===== config.mk =====
export PLATFORM = sky130hd
export DESIGN_NAME = maf_div
export DESIGN_NICKNAME = d
export VERILOG_FILES = /design/src/rtl/core/maf_pkg.sv /design/src/rtl/core/maf_div.sv
export SDC_FILE = /design/constraint.sdc
export NUM_CORES = 1
export LEC_CHECK = 0
export ABC_AREA = 1
export BUFFER_PORTS_ARGS = -buffer_cell sky130_fd_sc_hd__buf_2
export CORE_ASPECT_RATIO = 1.2
export CORE_MARGIN = 2
export CORE_UTILIZATION = 65
export CTS_CLUSTER_DIAMETER = 30
export DETAILED_ROUTE_END_ITERATION = 7
export GPL_TIMING_DRIVEN = 0
export PLACE_DENSITY = 0.82
export SKIP_CTS_REPAIR_TIMING = 1
export SLEW_MARGIN = 0
export SYNTH_ARGS = -nofsm -noshare
export SYNTH_HDL_FRONTEND = slang
export SYNTH_SLANG_ARGS = --single-unit

===== constraint.sdc =====
create_clock -name clk_i -period 4.15 [get_ports clk_i]
set_input_delay 1.245 -clock clk_i [delete_from_list [all_inputs] [get_ports clk_i]]
set_output_delay 1.245 -clock clk_i [all_outputs]
set_load 0.01 [all_outputs]

===== src/rtl/core/maf_pkg.sv =====
package maf_pkg;

  // Fixed field widths of the channels
  localparam int unsigned CFG_W = 9;
  localparam int unsigned AVG_W = 16;

  typedef enum logic [1:0] {
    ST_IDLE = 2'b01,
    ST_UPD  = 2'b10
  } maf_state_e;

endpackage


===== src/rtl/core/maf_div.sv =====
// Restoring divider, one quotient bit per stage, whole pipe stalls together.
module maf_div #(
  parameter int unsigned QB = 16,
  parameter int unsigned DW = 9,
  parameter int unsigned RW = 24
) (
  input  logic          clk_i,
  input  logic          rst_ni,
  input  logic          push_i,
  input  logic          adv_i,
  input  logic [RW-1:0] rem_i,
  input  logic [DW-1:0] den_i,
  input  logic          full_i,
  output logic          valid_o,
  output logic [QB-1:0] quo_o,
  output logic          full_o
);
  import maf_pkg::*;

  localparam int unsigned W = DW + QB;

  logic [W-1:0]  rem_q  [QB];
  logic [DW-1:0] den_q  [QB];
  logic [QB-1:0] quo_q  [QB];
  logic          full_q [QB];
  logic          vld_q  [QB];

  for (genvar g = 0; g < QB; g++) begin : g_stage
    logic [W-1:0]  rem_in;
    logic [DW-1:0] den_in;
    logic [QB-1:0] quo_in;
    logic          full_in;
    logic          vld_in;
    logic [W-1:0]  d_sh;
    logic          ge;
    logic [QB-1:0] quo_nxt;

    if (g == 0) begin : g_first
      assign rem_in  = W'(rem_i);
      assign den_in  = den_i;
      assign quo_in  = '0;
      assign full_in = full_i;
      assign vld_in  = push_i;
    end else begin : g_next
      assign rem_in  = rem_q[g-1];
      assign den_in  = den_q[g-1];
      assign quo_in  = quo_q[g-1];
      assign full_in = full_q[g-1];
      assign vld_in  = vld_q[g-1];
    end

    assign d_sh = W'(den_in) << (QB - 1 - g);
    assign ge   = (rem_in >= d_sh);

    always_comb begin
      quo_nxt             = quo_in;
      quo_nxt[QB - 1 - g] = ge;
    end

    always_ff @(posedge clk_i or negedge rst_ni) begin
      if (!rst_ni) begin
        vld_q[g] <= 1'b0;
      end else if (adv_i) begin
        vld_q[g] <= vld_in;
      end
    end

    always_ff @(posedge clk_i) begin
      if (adv_i) begin
        rem_q[g]  <= ge ? (rem_in - d_sh) : rem_in;
        den_q[g]  <= den_in;
        quo_q[g]  <= quo_nxt;
        full_q[g] <= full_in;
      end
    end
  end

  assign valid_o = vld_q[QB-1];
  assign quo_o   = quo_q[QB-1];
  assign full_o  = full_q[QB-1];

endmodule


# Word level (Yosys, flattened, before mapping)
# Memories as Yosys holds them, arrays and structs flattened.
# Index checks and enable logic that the tools add are counted.
totals:
  n_memories: 4
  inputBits: 38
  ff_bits: 16
  out_inout_bits: 18
  ram_bits: 816
mem_list:
  columns: ["name", "words", "width", "read_ports", "rd_ports_with_merged_regs", "write_ports", "line_no", "text"]
  rows:
  - ["rem_q", 16, 25, 15, 0, 16, "maf_div.sv:22", "logic [W-1:0] rem_q [QB];"]
  - ["quo_q", 16, 16, 16, 0, 16, "maf_div.sv:24", "logic [QB-1:0] quo_q [QB];"]
  - ["den_q", 16, 9, 15, 0, 16, "maf_div.sv:23", "logic [DW-1:0] den_q [QB];"]
  - ["full_q", 16, 1, 16, 0, 16, "maf_div.sv:25", "logic full_q [QB];"]
op_classes:
  n_mux: 18
  n_addsub: 16
  order_cmp: 16
op_table:
  columns: ["op", "count"]
  rows:
  - ["$mux 25", 16]
  - ["$ge 25x10->1", 1]
  - ["$ge 25x11->1", 1]
  - ["$ge 25x12->1", 1]
  - ["$ge 25x13->1", 1]
  - ["$ge 25x14->1", 1]
  - ["$ge 25x15->1", 1]
  - ["$ge 25x16->1", 1]
  - ["$ge 25x17->1", 1]
  - ["$ge 25x18->1", 1]
  - ["$ge 25x19->1", 1]
  - ["$ge 25x20->1", 1]
  - ["$ge 25x21->1", 1]
  - ["$ge 25x22->1", 1]
  - ["$ge 25x23->1", 1]
  - ["$ge 25x9->1", 1]
  - ["$sub 24x24->25", 1]
  - ["$sub 25x10->25", 1]
  - ["$sub 25x11->25", 1]
  - ["$sub 25x12->25", 1]
  - ["$sub 25x13->25", 1]
  - ["$sub 25x14->25", 1]
  - ["$sub 25x15->25", 1]
  - ["$sub 25x16->25", 1]
  - ["10 further kinds", 11]

# Depth between registers and ports, before layout
# An unclocked memory read counts as a cell.
depth:
  ltp_word: 3
  mapped_depth: 14
  mapped_depth_nobuf: 14

# Worst setup path before layout
# Ideal clock, no wire load.
synth_path:
  kind: "in2reg"
  from: "input port den_i[5]"
  to: "memory rem_q[0][18] (netlist bit) (data pin)"
  setup_time_ps: 258
  cell_stages: 9
  slack_ps: 1467
  arrival_time_ps: 2425
  path_cell_list: "inv_1 ha_1 a21oi_2 o21ai_0 nand2_1 nand3_1 nor2_2 buf_4 o21ai_1"
synth_lines:
  columns: ["element", "line_no", "text"]
  rows:
  - ["start, declared", "maf_div.sv:12", "input logic [DW-1:0] den_i,"]
  - ["end, declared", "maf_div.sv:22", null]

==> results.txt <==
----------------------------------------------------
[STA]
  Number of hold-slack violations in the final timing report ... 0
  Pin slew with the least headroom to its limit ... roughly 0.79 ns
  Setup total negative slack ... 0 ns
  Final Setup Violations ... 0
  Highest clock frequency the design can meet ... approximately 290 MHz
  Final clock skew ... about 0.033 ns
  Count of pins over their slew limit ... 0
  Fin worst setup slack ... about 0.65 ns
  Setup repair after global routing missed its margin ... no
  Max-Slew Margin vs Limit ... ~47%
  Time the final worst path needs with I/O delays and setup ... about 3.5 ns
  Post-route fraction of the period consumed by the critical path ... between 80% and 90%

[Yosys]
  Post-synthesis instance total ... 4031
  Yosys Warn Count ... 0
  Netlist Area Pre-Place ... approximately 37000 um^2
  Async set-reset flop share out of synthesis ... between 2 and 2.5%
  Prevailing post-synth register cell ... edfxtp_1
  Post-synth net total ... 4228
  Sequential fraction of the synthesis area ... a little under three fifths
  Number of synthesized flops with an enable pin ... about 660
  Synth area leader ... edfxtp_1
  Top-area cell type share of the netlist area ... between 50% and 60%
  Synthesized area per cell ... a little over 9 um^2
  Synth cell types ... 50
  Leading cell types by total area after synthesis ... edfxtp_1, nand2_1, inv_1
  Flip-flop and latch count after synthesis ... 678

[Run]
  MaxCap Viol Count ... 0

[Placed design]
  Number of buffers inserted by port buffering ... 55
  Detailed-placement wirelength estimate ... between 50 and 60 mm
  GP Congestion ... 0.933
  Post-placement worst setup slack ... -0.100 ns

[Die]
  Die outline height ... ~260 um
  Starting Density ... 65.7%
  Rows ... 95
  Number of I/O pins ... between 50 and 60
  Horizontal die dimension ... around 220 um
  Area of the core ... 55900 um^2
  Full die area ... ~60000 um^2

[Detailed routing]
  # DRC ... 0
  Vias per inst ... about 5.4
  Count of TritonRoute iterations in the first routing pass ... 6
  Post-detailed-routing wire length ... just over 80 mm
  Remaining antenna violation count ... 0
  Routed length per instance ... 16.5 um
  Total vias in the final route ... between 20000 and 30000
  Starting DRC count in detailed routing ... 2350

[GRT]
  Number of global-route vias before repair ... 27400
  Routing usage on met2 ... approximately 52%
  Total routing resource utilization after global routing ... roughly 29%
  Fraction of met1 tracks used by global routing ... between 30 and 40%
  Wire length of the first global-routing pass ... 133 mm
  Global routing met3 resource utilization ... ~4.1%
  Sum of overflow across all layers after global routing ... 0
  Initial antenna violation count ... 0
  Most congested layer reported by global routing ... met2
  Pin count of the biggest net entering global routing ... 141

[Final layout]
  Share of post-route cells with drive strength above 1 ... around a tenth
  Fill cell instance count of the final layout ... about 3800
  Fin nets ... 4397
  Growth of design area from synthesis to finish ... 14.0%
  Ant. Diodes ... 0
  Final core area utilization ... between 70% and 80%

[Power and ir drop]
  Combinational share of power ... between 20% and 30%
  VDD IR max ... between 0.0004 and 0.0005 V
  P_int ... approximately 17 mW
  Power share of the sequential group ... between 30% and 40%
  Power per cell area ... 621 nW/um^2
  Static power due to leakage ... about 19 nW
  Power spent charging and discharging nets ... roughly 9 mW
  Clock power frac ... 35.6%
  Sw frac ... between 30% and 40%

[Clocking]
  Number of CTS-inserted buffers ... approximately 110
  Maximum buffer depth of the clock tree ... 3
  Latest clock arrival within the worst-skew pair ... ~0.66 ns
  Clock sink count ... a little under 700
  Clk root buf ... clkbuf_16
  TritonCTS clock tree ... done
  # H-tree levels ... 3
  Clock transition at path regs ... about 0.060 ns

[Setup path]
  R2R cell count ... 13
  Kind of launch point of the worst setup path ... primary input
  Start-to-end type of the worst setup path ... primary input to flop
  Crit end category ... flop
  Critical Path AT ... roughly 3.8 ns
  Largest fanout on the critical path ... 140
  Required time reported for the critical path endpoint ... 4.44 ns

[Worst hold path]
  Worst min path class ... flop to flop
  Instance count along the most critical hold path ... 0

[Run status]
  Outcome ... finished clean

----------------------------------------------------
## worst paths after layout
path / startpoint / slack, ns / endpoint
worst max-delay path: adv_i / 0.65 / quo_q[7][13]$_DFFE_PP_
worst min-delay path: quo_q[3][26]$_DFFE_PP_ / 0.40 / quo_q[4][10]$_DFFE_PP_
worst max register to register: rem_q[1][30]$_DFFE_PP_ / 1.43 / rem_q[1][63]$_DFFE_PP_
worst min register to register: quo_q[3][26]$_DFFE_PP_ / 0.40 / quo_q[4][10]$_DFFE_PP_
max in group asynchronous: rst_ni / 3.39 / valid_o$_DFFE_PN0P_
min in group asynchronous: rst_ni / 0.50 / g_stage[13].vld_in$_DFFE_PN0P_
## cell type report
class	count	area [um^2]	share of cell area [%]
flip-flops and latches	678	20300	48.5
multi-input cells	2666	13700	32.7
clock buffers	119	2810	6.71
inverters	659	2470	5.91
clock inverters	81	1010	2.40
well taps	727	910	2.17
repair buffers	60	423	1.01
plain buffers	28	273	0.652
## synth_stat cells, types with 39 or more instances
master and instances:
xor2_1 61, o21ai_0 46, nand2_1 1271, nand2_2 39, inv_1 645, nor2_1 406, a21oi_1 130, nand4_1 73
nand3_1 205, nand3b_1 50, edfxtp_1 662, ha_1 144
## through the flow
stage	hold WS, ns	power [mW]	instance area, um^2	cells
after floorplan	0.400	14.7	36700	4031
final	0.403	26.0	41800	5018
after CTS	0.400	26.0	41800	5018
after detailed placement	0.405	16.6	38000	4818
after global placement	0.400	16.6	37900	4813
after global routing	0.413	27.4	41800	5018
## metal layers
metal | vias up | wire [um]
li1 | 13500 | -
met1 | 12700 | 31800
met2 | 895 | 42600
met3 | 270 | 4400
met4 | 0 | 3920
met5 | - | 0
## kinds of logic after synthesis
family / Yosys count / share of synthesized area [%]
adders and majority gates: 159 / 5.73
muxes: 2 / 0.0614
and+or+nand+nor: 2147 / 24.9
DFF: 678 / 55.3
xor gates and xnor gates: 96 / 2.29
buffers and inverters: 687 / 7.49
AOI/OAI and AO/OA: 262 / 4.24
## cell usage in the layout (no fill, tap or decap), types with 58 or more instances in the layout
cell type and instances:
xor2_1 61, nand3_1 205, clkbuf_16 110, ha_1 144, nand4_1 73, inv_1 645, nor2_1 406, edfxtp_1 662
buf_2 58, nand2_1 1271, a21oi_1 130
## power by group through the flow
stage	registers, mW	logic [mW]	clock network [mW]
4_1_cts	9.78	6.87	9.35
3_5_place_dp	9.89	6.76	0
5_1_grt	9.88	7.88	9.64
6_report	9.79	6.93	9.25
3_3_place_gp	9.99	6.62	0
2_1_floorplan	9.53	5.22	0
## worst max-delay path: stages
cell and delay, ns:
buf_8 0.46, buf_16 0.42, buf_16 0.40, buf_16 0.41, buf_16 0.50
## sequential cells by signal (all words and copies together), names as in the netlist
register	count
valid_o	1
rem_q	375
g_stage.vld_in	15
quo_q	136
den_q	135
full_q	16
Note: power is estimated with default switching activity, not from simulation.
